File: src/rtl/rxsh_pkg.sv
`timescale 1ns / 1ps
// ----------------------------------------------------------------------------
// rxsh_pkg: shared types and constants
// Word width, name length limit, divider states and the hand-off records
// that pass between the front end, the hash queue and the reduction unit.
// ----------------------------------------------------------------------------
package rxsh_pkg;

    localparam int WORD_BITS = 64;
    localparam int MAX_CHARS = 32;
    localparam int ROT_STEP  = 2;
    localparam int ROT_LIMIT = WORD_BITS - 8;

    localparam int ROT_W = $clog2(WORD_BITS);
    localparam int CNT_W = $clog2(MAX_CHARS + 1);
    localparam int STEP_W = $clog2(WORD_BITS);

    localparam int TS_W     = 17;
    localparam int BUCKET_W = 16;
    localparam logic [TS_W-1:0] TS_RESET = TS_W'(1024);
    localparam logic [TS_W-1:0] TS_MAX   = TS_W'(65536);

    localparam int QDEPTH = 2;
    localparam int QAW    = $clog2(QDEPTH);
    localparam int QCW    = $clog2(QDEPTH + 1);

    localparam int PADDR_W = 3;
    localparam int PDATA_W = 32;
    localparam logic REG_TABLE_SIZE = 1'b0;

    typedef logic [WORD_BITS-1:0] hash_word_t;

    typedef struct packed {
        logic       valid;
        hash_word_t hash;
    } hash_push_t;

    typedef struct packed {
        logic full;
        logic empty;
    } queue_status_t;

    typedef enum logic [1:0] {
        BK_IDLE,
        BK_DIVIDE,
        BK_OUTPUT
    } back_state_t;

endpackage

File: src/rtl/rxsh_front.sv
`timescale 1ns / 1ps
// ----------------------------------------------------------------------------
// rxsh_front: byte intake and rotating XOR accumulation
// Folds one byte per cycle while the queue has room into the running word
// of each name and hands it to the hash queue on the byte marked last.
// ----------------------------------------------------------------------------
module rxsh_front (
    input  logic                   aclk,
    input  logic                   aresetn,
    input  logic                   s_valid,
    output logic                   s_ready,
    input  logic [7:0]             s_name_byte,
    input  logic                   s_is_last,
    input  rxsh_pkg::queue_status_t q_status,
    output rxsh_pkg::hash_push_t    q_push
);
    import rxsh_pkg::*;

    hash_word_t       hash_reg, hash_next;
    logic [ROT_W-1:0] rot_reg, rot_next;
    logic [CNT_W-1:0] cnt_reg, cnt_next;
    logic             ended_reg, ended_next;

    logic             accept;
    logic             take;
    hash_word_t       hash_upd;
    logic [ROT_W:0]   rot_sum;
    logic [ROT_W-1:0] rot_upd;

    assign s_ready = !q_status.full;
    assign accept  = s_valid && s_ready;

    always_comb begin
        take     = !ended_reg && (cnt_reg < CNT_W'(MAX_CHARS)) && (s_name_byte != 8'd0);
        rot_sum  = {1'b0, rot_reg} + (ROT_W + 1)'(ROT_STEP);
        rot_upd  = (rot_sum >= (ROT_W + 1)'(ROT_LIMIT)) ? '0 : rot_sum[ROT_W-1:0];
        hash_upd = hash_reg ^ (WORD_BITS'(s_name_byte) << rot_reg);

        hash_next  = hash_reg;
        rot_next   = rot_reg;
        cnt_next   = cnt_reg;
        ended_next = ended_reg;
        if (take) begin
            hash_next = hash_upd;
            rot_next  = rot_upd;
            cnt_next  = cnt_reg + CNT_W'(1);
        end else if (!ended_reg && cnt_reg < CNT_W'(MAX_CHARS)) begin
            ended_next = 1'b1;
        end

        q_push.valid = accept && s_is_last;
        q_push.hash  = take ? hash_upd : hash_reg;

        if (!accept) begin
            hash_next  = hash_reg;
            rot_next   = rot_reg;
            cnt_next   = cnt_reg;
            ended_next = ended_reg;
        end else if (s_is_last) begin
            // clear per-name state once the word is queued
            hash_next  = '0;
            rot_next   = '0;
            cnt_next   = '0;
            ended_next = 1'b0;
        end
    end

    always_ff @(posedge aclk) begin
        if (!aresetn) begin
            hash_reg  <= '0;
            rot_reg   <= '0;
            cnt_reg   <= '0;
            ended_reg <= 1'b0;
        end else begin
            hash_reg  <= hash_next;
            rot_reg   <= rot_next;
            cnt_reg   <= cnt_next;
            ended_reg <= ended_next;
        end
    end

endmodule

File: src/rtl/rxsh_queue.sv
`timescale 1ns / 1ps
// ----------------------------------------------------------------------------
// rxsh_queue: short queue of finished hash words
// Decouples byte intake from the reduction unit so each side stalls alone.
// ----------------------------------------------------------------------------
module rxsh_queue (
    input  logic                    aclk,
    input  logic                    aresetn,
    input  rxsh_pkg::hash_push_t    push,
    input  logic                    pop,
    output rxsh_pkg::hash_word_t    head,
    output rxsh_pkg::queue_status_t status
);
    import rxsh_pkg::*;

    hash_word_t     entry_reg [QDEPTH];
    logic [QAW-1:0] wr_ptr_reg, wr_ptr_next;
    logic [QAW-1:0] rd_ptr_reg, rd_ptr_next;
    logic [QCW-1:0] count_reg, count_next;

    logic do_push;
    logic do_pop;

    assign status.full  = (count_reg == QCW'(QDEPTH));
    assign status.empty = (count_reg == '0);
    assign head         = entry_reg[rd_ptr_reg];

    assign do_push = push.valid && !status.full;
    assign do_pop  = pop && !status.empty;

    always_comb begin
        wr_ptr_next = wr_ptr_reg;
        rd_ptr_next = rd_ptr_reg;
        count_next  = count_reg;
        if (do_push) begin
            wr_ptr_next = (wr_ptr_reg == QAW'(QDEPTH - 1)) ? '0 : wr_ptr_reg + QAW'(1);
        end
        if (do_pop) begin
            rd_ptr_next = (rd_ptr_reg == QAW'(QDEPTH - 1)) ? '0 : rd_ptr_reg + QAW'(1);
        end
        case ({do_push, do_pop})
            2'b10:   count_next = count_reg + QCW'(1);
            2'b01:   count_next = count_reg - QCW'(1);
            default: count_next = count_reg;
        endcase
    end

    always_ff @(posedge aclk) begin
        if (!aresetn) begin
            wr_ptr_reg <= '0;
            rd_ptr_reg <= '0;
            count_reg  <= '0;
        end else begin
            wr_ptr_reg <= wr_ptr_next;
            rd_ptr_reg <= rd_ptr_next;
            count_reg  <= count_next;
        end
    end

    always_ff @(posedge aclk) begin
        if (do_push) begin
            entry_reg[wr_ptr_reg] <= push.hash;
        end
    end

    a_no_push_when_full: assert property (@(posedge aclk) disable iff (!aresetn)
        push.valid |-> !status.full)
        else $error("hash queue overflow");

    a_no_pop_when_empty: assert property (@(posedge aclk) disable iff (!aresetn)
        pop |-> !status.empty)
        else $error("hash queue underflow");

endmodule

File: src/rtl/rxsh_back.sv
`timescale 1ns / 1ps
// ----------------------------------------------------------------------------
// rxsh_back: bucket reduction unit
// Reduces each queued word modulo the table size with a restoring divider,
// one dividend bit per cycle, and holds the bucket in an output register.
// ----------------------------------------------------------------------------
module rxsh_back (
    input  logic                          aclk,
    input  logic                          aresetn,
    input  logic [rxsh_pkg::TS_W-1:0]     table_size,
    input  rxsh_pkg::queue_status_t       q_status,
    input  rxsh_pkg::hash_word_t          q_head,
    output logic                          q_pop,
    output logic                          m_valid,
    input  logic                          m_ready,
    output logic [rxsh_pkg::BUCKET_W-1:0] m_bucket
);
    import rxsh_pkg::*;

    back_state_t         state_reg, state_next;
    hash_word_t          dvd_reg, dvd_next;
    logic [BUCKET_W-1:0] rem_reg, rem_next;
    logic [TS_W-1:0]     div_reg, div_next;
    logic [STEP_W-1:0]   step_reg, step_next;
    logic                out_valid_reg, out_valid_next;
    logic [BUCKET_W-1:0] out_bucket_reg, out_bucket_next;

    logic [TS_W-1:0] div_clamped;
    logic [TS_W-1:0] trial;
    logic [TS_W-1:0] trial_sub;

    assign m_valid  = out_valid_reg;
    assign m_bucket = out_bucket_reg;

    always_comb begin
        if (table_size == '0) begin
            div_clamped = TS_W'(1);
        end else if (table_size > TS_MAX) begin
            div_clamped = TS_MAX;
        end else begin
            div_clamped = table_size;
        end

        trial     = {rem_reg, dvd_reg[WORD_BITS-1]};
        trial_sub = trial - div_reg;

        state_next      = state_reg;
        dvd_next        = dvd_reg;
        rem_next        = rem_reg;
        div_next        = div_reg;
        step_next       = step_reg;
        out_valid_next  = out_valid_reg;
        out_bucket_next = out_bucket_reg;
        q_pop           = 1'b0;

        if (out_valid_reg && m_ready) begin
            out_valid_next = 1'b0;
        end

        case (state_reg)
            BK_IDLE: begin
                if (!q_status.empty) begin
                    q_pop      = 1'b1;
                    dvd_next   = q_head;
                    rem_next   = '0;
                    div_next   = div_clamped;
                    step_next  = '0;
                    state_next = BK_DIVIDE;
                end
            end
            BK_DIVIDE: begin
                // shift in one dividend bit, subtract when it fits
                dvd_next = dvd_reg << 1;
                rem_next = (trial >= div_reg) ? trial_sub[BUCKET_W-1:0]
                                              : trial[BUCKET_W-1:0];
                step_next = step_reg + STEP_W'(1);
                if (step_reg == STEP_W'(WORD_BITS - 1)) begin
                    state_next = BK_OUTPUT;
                end
            end
            BK_OUTPUT: begin
                if (!out_valid_reg || m_ready) begin
                    out_valid_next  = 1'b1;
                    out_bucket_next = rem_reg;
                    state_next      = BK_IDLE;
                end
            end
            default: begin
                state_next = BK_IDLE;
            end
        endcase
    end

    always_ff @(posedge aclk) begin
        if (!aresetn) begin
            state_reg     <= BK_IDLE;
            out_valid_reg <= 1'b0;
        end else begin
            state_reg     <= state_next;
            out_valid_reg <= out_valid_next;
        end
    end

    always_ff @(posedge aclk) begin
        dvd_reg        <= dvd_next;
        rem_reg        <= rem_next;
        div_reg        <= div_next;
        step_reg       <= step_next;
        out_bucket_reg <= out_bucket_next;
    end

    a_rem_below_divisor: assert property (@(posedge aclk) disable iff (!aresetn)
        (state_reg == BK_DIVIDE || state_reg == BK_OUTPUT) |-> ({1'b0, rem_reg} < div_reg))
        else $error("partial remainder not below divisor");

    a_pop_starts_divide: assert property (@(posedge aclk) disable iff (!aresetn)
        q_pop |=> (state_reg == BK_DIVIDE && step_reg == '0))
        else $error("queue pop did not start a division");

    a_load_only_from_output: assert property (@(posedge aclk) disable iff (!aresetn)
        $rose(out_valid_reg) |-> $past(state_reg) == BK_OUTPUT)
        else $error("bucket loaded outside the output step");

endmodule

File: src/rtl/rotating_xor_string_bucket_hash.sv
`timescale 1ns / 1ps
// ----------------------------------------------------------------------------
// rotating_xor_string_bucket_hash: rotating XOR name hash to bucket index
// Bytes are accepted one per cycle while the hash queue has room; each name
// is reduced modulo table_size by a bit-serial divider behind the queue.
// ----------------------------------------------------------------------------
// Throughput: one byte per cycle while the queue has room; the divider takes
//   one dividend bit per cycle, a name at a time, with two names queued.
// Reset: aresetn synchronous active low; clears the per-name state, the
//   queue and the output, and sets table_size to 1024.
module rotating_xor_string_bucket_hash (
    input  logic                                  aclk,
    input  logic                                  aresetn,
    input  logic                                  psel,
    input  logic                                  penable,
    input  logic                                  pwrite,
    input  logic [rxsh_pkg::PADDR_W-1:0]          paddr,
    input  logic [rxsh_pkg::PDATA_W-1:0]          pwdata,
    output logic [rxsh_pkg::PDATA_W-1:0]          prdata,
    output logic                                  pready,
    input  logic                                  s_valid,
    output logic                                  s_ready,
    input  logic [7:0]                            s_name_byte,
    input  logic                                  s_is_last,
    output logic                                  m_valid,
    input  logic                                  m_ready,
    output logic [rxsh_pkg::BUCKET_W-1:0]         m_bucket
);
    import rxsh_pkg::*;

    logic [TS_W-1:0] table_size_reg, table_size_next;
    logic            reg_hit;

    hash_push_t    q_push;
    queue_status_t q_status;
    hash_word_t    q_head;
    logic          q_pop;

    assign pready  = 1'b1;
    assign reg_hit = (paddr[PADDR_W-1] == REG_TABLE_SIZE);

    always_comb begin
        table_size_next = table_size_reg;
        if (psel && penable && pwrite && reg_hit) begin
            table_size_next = pwdata[TS_W-1:0];
        end
        prdata = reg_hit ? PDATA_W'(table_size_reg) : '0;
    end

    always_ff @(posedge aclk) begin
        if (!aresetn) begin
            table_size_reg <= TS_RESET;
        end else begin
            table_size_reg <= table_size_next;
        end
    end

    rxsh_front u_front (
        .aclk        (aclk),
        .aresetn     (aresetn),
        .s_valid     (s_valid),
        .s_ready     (s_ready),
        .s_name_byte (s_name_byte),
        .s_is_last   (s_is_last),
        .q_status    (q_status),
        .q_push      (q_push)
    );

    rxsh_queue u_queue (
        .aclk    (aclk),
        .aresetn (aresetn),
        .push    (q_push),
        .pop     (q_pop),
        .head    (q_head),
        .status  (q_status)
    );

    rxsh_back u_back (
        .aclk       (aclk),
        .aresetn    (aresetn),
        .table_size (table_size_reg),
        .q_status   (q_status),
        .q_head     (q_head),
        .q_pop      (q_pop),
        .m_valid    (m_valid),
        .m_ready    (m_ready),
        .m_bucket   (m_bucket)
    );

endmodule
File: config.mk
export PLATFORM = sky130hd
export DESIGN_NAME = rotating_xor_string_bucket_hash
export DESIGN_NICKNAME = d
export VERILOG_FILES = /design/src/rtl/rxsh_pkg.sv /design/src/rtl/rxsh_front.sv /design/src/rtl/rxsh_queue.sv /design/src/rtl/rxsh_back.sv /design/src/rtl/rotating_xor_string_bucket_hash.sv
export SDC_FILE = /design/constraint.sdc
export NUM_CORES = 1
export LEC_CHECK = 0
export ABC_AREA = 1
export BUFFER_PORTS_ARGS = -buffer_cell sky130_fd_sc_hd__buf_2
export CAP_MARGIN = 30
export CORE_MARGIN = 4
export CORE_UTILIZATION = 35
export DETAILED_ROUTE_END_ITERATION = 10
export GPL_TIMING_DRIVEN = 0
export SYNTH_ARGS = -nofsm -noshare
export SYNTH_HDL_FRONTEND = slang
export SYNTH_SLANG_ARGS = --single-unit
File: constraint.sdc
create_clock -name aclk -period 10.4 [get_ports aclk]
set_clock_uncertainty 0.05 [all_clocks]
set_input_delay 2.6 -clock aclk [delete_from_list [all_inputs] [get_ports aclk]]
set_output_delay 2.6 -clock aclk [all_outputs]
set_load 0.02 [all_outputs]
==> metrics.md, run 1 <==
| Metric | Value |
|---|---|
| Status | completed |
| Syn Inst Count | between 1.5k and 2k |
| I/O pins | 102 |
| Sequential share of the synthesized area | 0.5800 |
| CTS tree | done |
| Clock-pin slew on the worst setup and hold paths | 0.06 ns |
| Worst slew pin tran | 0.9394 ns |
| CTS buffer count | 38 |
| CP Data Arrival Time | 3.45 ns |
| IO Port Bufs | 66 |
| Die H | approximately 220 um |
| Worst r2r dst | u_back.dvd_reg[17] |
| WHS Endpoint | u_queue.rd_ptr_reg |
| Max layer used | met4 |
| RePlAce Congestion | a little over 0.9 |
| Met1 WL | 19090 um |
| Relative slew slack | 0.3671 |
| Pwr Total | between 0.004 and 0.005 W |
| First-pass GRT wire length | 66530 um |
| # nets final | 2007 |
| Initial DRC count | 1005 |
| Setup tns final | 0 ns |
| Diode count | 0 |
| Asr flop ratio synth | 0 |
| Post-DRT Antenna Nets | 0 |
| Syn-to-layout area delta | 15.28% |
| Total routed wirelength | 41420 um |
| Synthesized area per cell | around 9.0 um^2 |
| Core Area | 0.04567 mm^2 |
| Reg2reg start | u_back.state_reg[0] |
| Largest area contributor in the netlist | edfxtp_1 |
| Critical path class | in -> out |
| WL met3 | 1991 um |
| Total track usage | 0.1642 |
| Root Buffer | clkbuf_16 |
| Share of layout cells above drive strength 1 | 0.1040 |
| Starting density of the core | 0.3563 |
| Post-DP HPWL | 30150 um |
| Die area | roughly 0.05 mm^2 |
| Fmax achieved | 0.1640 GHz |
| R2R Setup Slk | 7.78 ns |
| Critical Path RT | 7.75 ns |
| Post-DP Area | 0.01755 mm^2 |
| Pwr/cell area | around 260 mW/mm^2 |
| Hold path cells | 1 |
| Initial antenna violation count | 0 |
| DR WL met2 | 19160 um |
| Final setup viols | 0 |
| Skew-Pair Late Insertion Delay | 0.54 ns |
| Max_cap viols | 0 |
| Placed instance count | 2492 |
| Vias in the first global route | 12.21k |
| Min-delay src | u_queue.rd_ptr_reg |
| Reg2Reg Depth | 6 |
| Postcts setup bufs | 0 |
| Vias | roughly 13k |
| Crit. End Element | output pin |
| Final Max Slew Viols | 0 |
| Finished layout cell area | about 0.019 mm^2 |
| Post-Syn Area | about 0.016 mm^2 |
| Yosys warnings | 0 |
| Worst VDD drop | 0.1845 mV |
| Crit path max fanout | 10 |
| Largest net degree at the start of global routing | 59 |
| Via density | 4.907 |
| Hold_buf cts | 0 |
| Post-layout min period | approximately 6.1 ns |
| Post-route insts no fill | 2561 |
| # DRC | 0 |
| Wire per inst | 16.17 um |
| H-tree depth | 2 |
| EDFF count, synth | 247 |
| Tcrit/Tclk final | 0.5862 |
| Row cnt | ~80 |
| Synth unique cells | 42 |
| Ys flop type | edfxtp_1 |
| Largest register FFs | 128 |
| Bufs on Longest Clock Path | 3 |
| Clk sinks | 348 |
| Startpoint types | input pin |
| Total gr overflow | 0 |
| Post-cts resize count | 0 |
| Share of Yosys cell area claimed by the top area cell type | 0.4558 |
| Leakage power | 7.613 nW |
| #FFs+latches synth | 348 |
| Die width | 223.6 um |
| Worst Hold Class | reg -> reg |
| Synth area leaders | edfxtp_1, dfxtp_1, nand2_1 |
| RSZ-0062 raised after global routing | no |
| 1st-pass router iterations | 7 |
| Final Hold Viols | 0 |
==> cells in the mapped netlist (3+ instances only) <==
library cell and number:
nand4_1 11, a21o_1 5, and2_1 11, edfxtp_1 247, inv_2 6, buf_4 22
buf_2 18, ha_1 23, nor4_1 4, nor2_1 194, inv_1 155, nand2_4 3
nand3b_1 26, nand2_1 462, xor2_1 9, buf_6 4, nand3_1 110, dfxtp_1 101
o21bai_1 10, clkbuf_1 54, xnor2_1 9, nand2_2 5, xnor2_2 7, o21ai_0 45
a21oi_1 238, o21ai_1 5
==> metal layers <==
layer,vias up,global-route usage
li1,6217,-
met4,0,0.04971
met2,336,0.2681
met5,-,0
met3,77,0.01835
met1,5937,0.2320
==> worst max-delay path by stage <==
stage / start / end / slack [ns]
global placement: s_is_last / u_queue.entry_reg[1][19] / 2.21
floorplan: s_is_last / u_queue.entry_reg[0][0] / 4.37
CTS: paddr[2] / prdata[13] / 4.32
finish: paddr[2] / prdata[13] / 4.30
detailed placement: paddr[2] / prdata[13] / 4.32
global route: paddr[2] / prdata[11] / 4.24
==> cell usage in the layout, fill, tap and decap left out, types with 4 or more instances in the layout <==
cell	instances
o21ai_1	5
buf_6	4
conb_1	16
nor2_1	192
nand4_1	11
xnor2_1	9
inv_2	6
ha_1	23
a21oi_1	238
nand2_4	4
edfxtp_1	247
clkbuf_8	5
dfxtp_1	101
nor2_4	4
xor2_1	9
nand3b_1	26
a21o_1	5
o21ai_0	45
nand2_2	5
nand3_1	110
inv_1	155
clkinv_1	6
and2_1	11
xnor2_2	7
buf_2	84
clkinv_2	4
nand2_1	461
clkbuf_1	64
buf_4	23
o21bai_1	10
nor4_1	4
clkbuf_16	39
buf_12	4
==> where the power goes <==
part	switching [W]	internal, W	total, W
Sequential	0.000113	0.00193	0.00205
Combinational	0.00107	0.000481	0.00155
Clock	0.000542	0.000776	0.00132
Total	0.00173	0.00319	0.00492
==> final cells by class <==
cell class,count,area [um^2]
clock inverter,15,132.6
multi-input combinational,1209,5786
sequential,348,9439
timing repair buffer,72,445.4
clock buffer,54,1082
inverter,163,614.3
fill,4548,26910
buffer,100,510.5
tap,600,750.7
==> cell families (layout without fill, tap and decap cells) <==
family                     after synthesis  in the layout  share of synthesized area
and+or+nand+nor                        838            838                     0.2175
other                                    2             16                  0.0004615
xor gates and xnor gates                25             25                    0.01668
DFF                                    348            348                     0.5800
AOI/OAI and AO/OA                      306            306                    0.09733
adders and majority gates               24             24                    0.01891
buffers and inverters                  263            404                    0.06912
==> through the flow <==
| step | hold WS, ns | setup WS (ns) | utilization |
|---|---|---|---|
| final | 0.4068 | 4.303 | 0.4108 |
| after floorplan | 0.3757 | 4.372 | - |
| after detailed placement | 0.4027 | 4.324 | 0.3842 |
| after global placement | 0.3859 | 2.215 | 0.3811 |
| after CTS | 0.4094 | 4.322 | 0.4108 |
| after global routing | 0.4350 | 4.237 | 0.4108 |
==> critical path, cell delays in order <==
cell and delay [ns]:
buf_2 0.18, buf_1 0.37, nor2_1 0.11, buf_2 0.18
Power figures use the tool's default switching activity.
==> run 2: changes to the inputs <==
Settings changed: ABC_AREA 1 to 0.
Clock period 10.4 ns to 5.96 ns, I/O delays scaled along.
==> run 2 against run 1 <==
Compared with the run above: die area decreased by 1.2%; sequential power grew 73%; critical path depth stayed put; clock power is 77% higher; via count decreased by 13%; wire length is 11% lower; clock-buffer cell count did not move; worst hold slack improved by 0.019 ns; critical endpoint is now prdata[9]; largest cell class unchanged; largest power group unchanged.
==> metrics.md, run 2 <==
| Metric | Value |
|---|---|
| RSZ-0062 raised after global routing | no |
| Synthesized area per cell | 11.40 um^2 |
| Hold Slack | between 0.4 and 0.5 ns |
| Crit. End Element | output pin |
| Setup slack after layout | ~2.1 ns |
| #FFs+latches synth | 348 |
| # nets final | 1612 |
| Final core utilization | 0.4105 |
| Setup tns final | 0 ns |
| Vias in the first global route | 10.76k |
| Power share of the combinational group | 0.301 |
| Total track usage | 0.1463 |
| Bufs on Longest Clock Path | 3 |
| Max_cap viols | 0 |
| Vias | 10.96k |
| Sequential share of the synthesized area | 0.5872 |
| Skew-Pair Late Insertion Delay | 0.57 ns |
| Post-DP HPWL | 26810 um |
| Placed instance count | 2096 |
| Core Area | 0.04538 mm^2 |
| Clk sinks | 348 |
| Fraction of power spent switching nets | 0.3285 |
| Worst slew pin tran | between 0.9 and 1 ns |
| Post-Syn Area | 0.01608 mm^2 |
| Tcrit/Tclk final | 0.6405 |
| Worst Hold Class | reg -> reg |
| Startpoint types | input pin |
| Die area | 0.04942 mm^2 |
| Syn-to-layout area delta | 15.89% |
| Clock network fraction of total power | 0.277 |
| Seq pwr share | 0.422 |
| Final setup viols | 0 |
| Die width | about 220 um |
| Initial antenna violation count | 0 |
| # DRC | 0 |
| Largest register FFs | 128 |
| Synth top cells by count | edfxtp_1, nand2_1, o21ai_0 |
| First-pass GRT wire length | 58260 um |
| Largest area contributor in the netlist | edfxtp_1 |
| H-tree depth | 2 |
| Count leader, synth | edfxtp_1 |
| Pwr/cell area | approximately 450 mW/mm^2 |
| Final Hold Viols | 0 |
| Critical Path RT | ~4.4 ns |
| IO Port Bufs | 66 |
| 1st-pass router iterations | 5 |
| Synth unique cells | 71 |
| Root Buffer | clkbuf_16 |
| CP Data Arrival Time | 2.28 ns |
| Largest net degree at the start of global routing | 43 |
| Postcts setup bufs | 0 |
| Most common library cell in the layout ignoring fill and taps | edfxtp_1 |
| Initial DRC count | 588 |
| Post-route insts no fill | 2167 |
| CTS buffer count | 39 |
| Share of layout cells above drive strength 1 | 0.1232 |
| Starting density of the core | 0.3542 |
| Synth area leaders | edfxtp_1, dfxtp_1, mux2i_1 |
| Yosys warnings | 0 |
| Ys flop type | edfxtp_1 |
| Post-layout min period | between 3 and 4 ns |
| Asr flop ratio synth | 0 |
| I/O pins | between 100 and 150 |
| Wire per inst | 16.93 um |
| Critical path class | in -> out |
| Worst VDD drop | 0.2404 mV |
| Leakage power | 6.634 nW |
| Relative slew slack | 0.3655 |
| Syn Inst Count | 1410 |
| Diode count | 0 |
| Internal power | 0.005652 W |
| Fmax achieved | 0.2619 GHz |
| Final Max Slew Viols | 0 |
| Die H | ~220 um |
| EDFF count, synth | 247 |
| Pre-CTS WS | between 2 and 2.5 ns |
| CTS tree | done |
| Total routed wirelength | about 37000 um |
| Sw Pwr | approximately 0.0028 W |
| Post-DRT Antenna Nets | 0 |
| Via density | 5.055 |
| Most frequent cells in the layout | edfxtp_1, nand2_1, o21ai_0 |
| Post-cts resize count | 0 |
| Hold_buf cts | 0 |
| Total gr overflow | 0 |
| Share of Yosys cell area claimed by the top area cell type | 0.4614 |
| Row cnt | 78 |
| Clock-pin slew on the worst setup and hold paths | 0.06 ns |
| RePlAce Congestion | 0.8815 |
| Crit path max fanout | 10 |
| Status | completed |
==> run 2: changes by cell type after synthesis, sizes merged, moves of 30 or more <==
cell / delta
o21ai: +93
nand2: -298
a21oi: -192
nand3: -89
xor2: +34
nor2b: +30
nor2: -131
inv: -132
mux2i: +79
==> run 2: layout make-up <==
cell class | count | area [um^2]
Fill cell | 4341 | 26750
Sequential cell | 348 | 9439
Multi-Input combinational cell | 952 | 6138
Clock buffer | 54 | 1109
Tap cell | 600 | 750.7
Timing Repair Buffer | 72 | 473.0
Buffer | 94 | 460.4
Clock inverter | 17 | 146.4
Inverter | 30 | 112.6
==> run 2: logic make-up (layout without fill, tap and decap cells) <==
logic type	count (synthesis)	in the layout	synth area share
flip-flops	348	348	0.5872
multiplexers	90	90	0.06009
AO/OA/AOI/OAI	320	320	0.1252
buffers and inverters	124	267	0.03565
adder cells (fa/ha/maj)	25	25	0.01977
other	2	16	0.0004672
AND/OR/NAND/NOR	418	418	0.1264
XOR/XNOR	83	83	0.04522
==> run 2: path summary, 6_finish.rpt <==
kind | cells after the start | end | startpoint | slack, ns
hold / removal | 2 | u_front.hash_reg[47] | u_front.hash_reg[47] | 0.43
setup / recovery | 4 | prdata[9] | paddr[2] | 2.14
hold reg to reg | 2 | u_front.hash_reg[47] | u_front.hash_reg[47] | 0.43
setup reg to reg | 10 | u_back.rem_reg[14] | u_back.dvd_reg[63] | 2.93
==> run 2: per-stage QoR <==
| stage | area, um^2 | power (W) |
|---|---|---|
| floorplan | 16130 | 0.005394 |
| global placement | 17210 | 0.005945 |
| detailed placement | 17370 | 0.006165 |
| CTS | 18630 | 0.008514 |
| global route | 18630 | 0.008935 |
| finish | 18630 | 0.008417 |
==> run 2: routing by layer <==
metal / up-vias / wire length (um) / share of wire / track usage
met1: 5288 / 16700 / 0.46 / 0.1921
met3: 84 / 1527 / 0.042 / 0.02722
met4: 0 / 1377 / 0.038 / 0.05702
li1: 5367 / - / - / -
met5: - / 0 / 0 / 0
met2: 216 / 17090 / 0.47 / 0.2411
==> run 2: critical path: stages <==
cell and delay [ns]:
buf_2 0.17, clkbuf_1 0.33, nor2b_1 0.11, buf_2 0.17
==> run 2: power by group through the flow <==
stage | Clock, W | Combinational, W | Sequential, W
after floorplan | 0 | 0.00178 | 0.00361
after global placement | 0 | 0.00232 | 0.00362
after detailed placement | 0 | 0.00256 | 0.00360
after CTS | 0.00239 | 0.00257 | 0.00356
after global routing | 0.00249 | 0.00284 | 0.00360
final | 0.00233 | 0.00254 | 0.00355
==> run 3: changes to the inputs <==
Clock period 5.96 ns to 3.18 ns, I/O delays scaled along.
==> run 3 against run 2 <==
Compared with the run above: global-route usage rose by 0.091 points; clock-buffer cell count down 2; sequential share of layout area up 0.13 points; critical path type is now reg -> reg; largest cell class unchanged.
==> metrics.md, run 3 (synthesis gave the netlist of run 2 again) <==
| Metric | Value |
|---|---|
| Status | completed |
| Vias in the first global route | ~11k |
| Critical Path Most Common Cell | inv_1 |
| Worst path cell trace | inv_1 -> ha_1 -> inv_1 -> fa_1 -> a21o_1 -> a311oi_2 -> nor2_1 -> o41a_1 -> xnor2_1 -> o22ai_1 |
| # DRC | 0 |
| Share of layout cells above drive strength 1 | 0.1234 |
| I/O pins | about 100 |
| Post-route insts no fill | about 2.2k |
| RSZ-0062 raised after global routing | no |
| Reg area | 0.009439 mm^2 |
| Pre-CTS WS | about 0.15 ns |
| R2R Setup Slk | 0.38 ns |
| Bufs on Longest Clock Path | 3 |
| Worst slew pin tran | 0.9184 ns |
| Setup slack after layout | between 0.3 and 0.4 ns |
| Multi-input combinational cell area | slightly above 0.006 mm^2 |
| Hold_buf cts | 0 |
| Post-DRT Antenna Nets | 0 |
| Post-layout min period | 2.796 ns |
| Fmax achieved | 0.3577 GHz |
| Critical path class | reg -> reg |
| H-tree depth | 2 |
| WL met3 | 1393 um |
| Most common library cell in the layout ignoring fill and taps | edfxtp_1 |
| Met1 WL | between 15000 and 20000 um |
| First-pass GRT wire length | 58700 um |
| CTS buffer count | 38 |
| Worst VDD drop | roughly 0.40 mV |
| WP buf/inv | 2 |
| Root Buffer | clkbuf_16 |
| Fillers | around 4.4k |
| Leakage power | 6.608 nW |
| Vias | ~11k |
| Syn-to-layout area delta | 15.58% |
| Largest register FFs | about 130 |
| Row cnt | 78 |
| Worst Hold Class | reg -> reg |
| Crit path max fanout | 4 |
| CP max stage delay | approximately 0.45 ns |
| Placed instance count | between 2k and 2.5k |
| Post-DP HPWL | 26840 um |
| Die area | 0.04942 mm^2 |
| Crit. End Element | flip-flop |
| RePlAce Congestion | 0.8950 |
| Worst path slowest cell | a311oi_2 |
| Startpoint types | flip-flop |
| Pwr Total | 0.01563 W |
| Postcts setup bufs | 0 |
| Via density | between 5 and 6 |
| Die H | 222.3 um |
| Pwr/cell area | 841.3 mW/mm^2 |
| Hold Slack | 0.4286 ns |
| Skew-Pair Late Insertion Delay | 0.55 ns |
| Initial antenna violation count | 0 |
| Final Hold Viols | 0 |
| Max layer used | met4 |
| Clk sinks | 348 |
| Largest net degree at the start of global routing | 52 |
| Clock-pin slew on the worst setup and hold paths | 0.06 ns |
| Max_cap viols | 0 |
| Final Max Slew Viols | 0 |
| Wire per inst | 17.01 um |
| Total track usage | 0.1472 |
| CP Data Arrival Time | 3.03 ns |
| CTS tree | done |
| Critical Path RT | 3.42 ns |
| Starting density of the core | 0.3542 |
| DR WL met2 | 17660 um |
| Most frequent cells in the layout | edfxtp_1, nand2_1, o21ai_0 |
| Final core utilization | 0.4094 |
| Total routed wirelength | between 30000 and 40000 um |
| 1st-pass router iterations | 5 |
| Die width | 222.3 um |
| IO Port Bufs | 66 |
| Total gr overflow | 0 |
| CP top delay family | compound AO/OA/AOI/OAI gates |
| Relative slew slack | 0.3849 |
| Tcrit/Tclk final | 0.8791 |
| Diode count | 0 |
| # nets final | 1611 |
| Core Area | 0.04538 mm^2 |
| Post-cts resize count | 0 |
| Final setup viols | 0 |
| Initial DRC count | roughly 550 |
-- run 3: stage by stage --
| step | instance area (um^2) | TNS (ns) |
|---|---|---|
| global placement | 17230 | -43.91 |
| CTS | 18570 | 0 |
| detailed placement | 17380 | 0 |
| finish | 18580 | 0 |
| global route | 18580 | 0 |
| floorplan | 16140 | 0 |
-- run 3: path summary, 6_finish.rpt --
path / to / cells after the start / from
setup / recovery: u_back.rem_reg[14] / 10 / u_back.dvd_reg[63]
hold reg to reg: u_front.hash_reg[46] / 2 / u_front.hash_reg[46]
hold / removal: u_front.hash_reg[46] / 2 / u_front.hash_reg[46]
setup reg to reg: u_back.rem_reg[14] / 10 / u_back.dvd_reg[63]
-- run 3: worst reg2reg max path: cells and delay by family, from the launching register on --
family,cells,cell delay [ns]
DFF,1,0.35
buffers and inverters,2,0.14
and+or+nand+nor,1,0.10
xor gates and xnor gates,1,0.17
AOI/OAI and AO/OA,4,1.16
adders and majority gates,2,0.56
-- run 3: metal layers --
metal	up-vias	GRT usage
met1	5225	0.1940
met2	188	0.2482
met5	-	0
met3	67	0.02484
li1	5353	-
met4	0	0.04822
-- run 3: area by class of cell --
cell class,instances,share of cell area
Inverter,30,0.006061
Buffer,94,0.02478
Clock buffer,52,0.05791
Timing Repair Buffer,72,0.02586
Tap cell,600,0.04040
Multi-Input combinational cell,952,0.3307
Sequential cell,348,0.5080
Clock inverter,16,0.006263
-- run 3: report_power, final --
part / internal (W) / switching, W / leakage (nW) / total [W]
clock: 0.00246 / 0.00176 / 0.585 / 0.00422
sequential: 0.00627 / 0.000378 / 3.15 / 0.00665
combinational: 0.00178 / 0.00298 / 2.87 / 0.00476
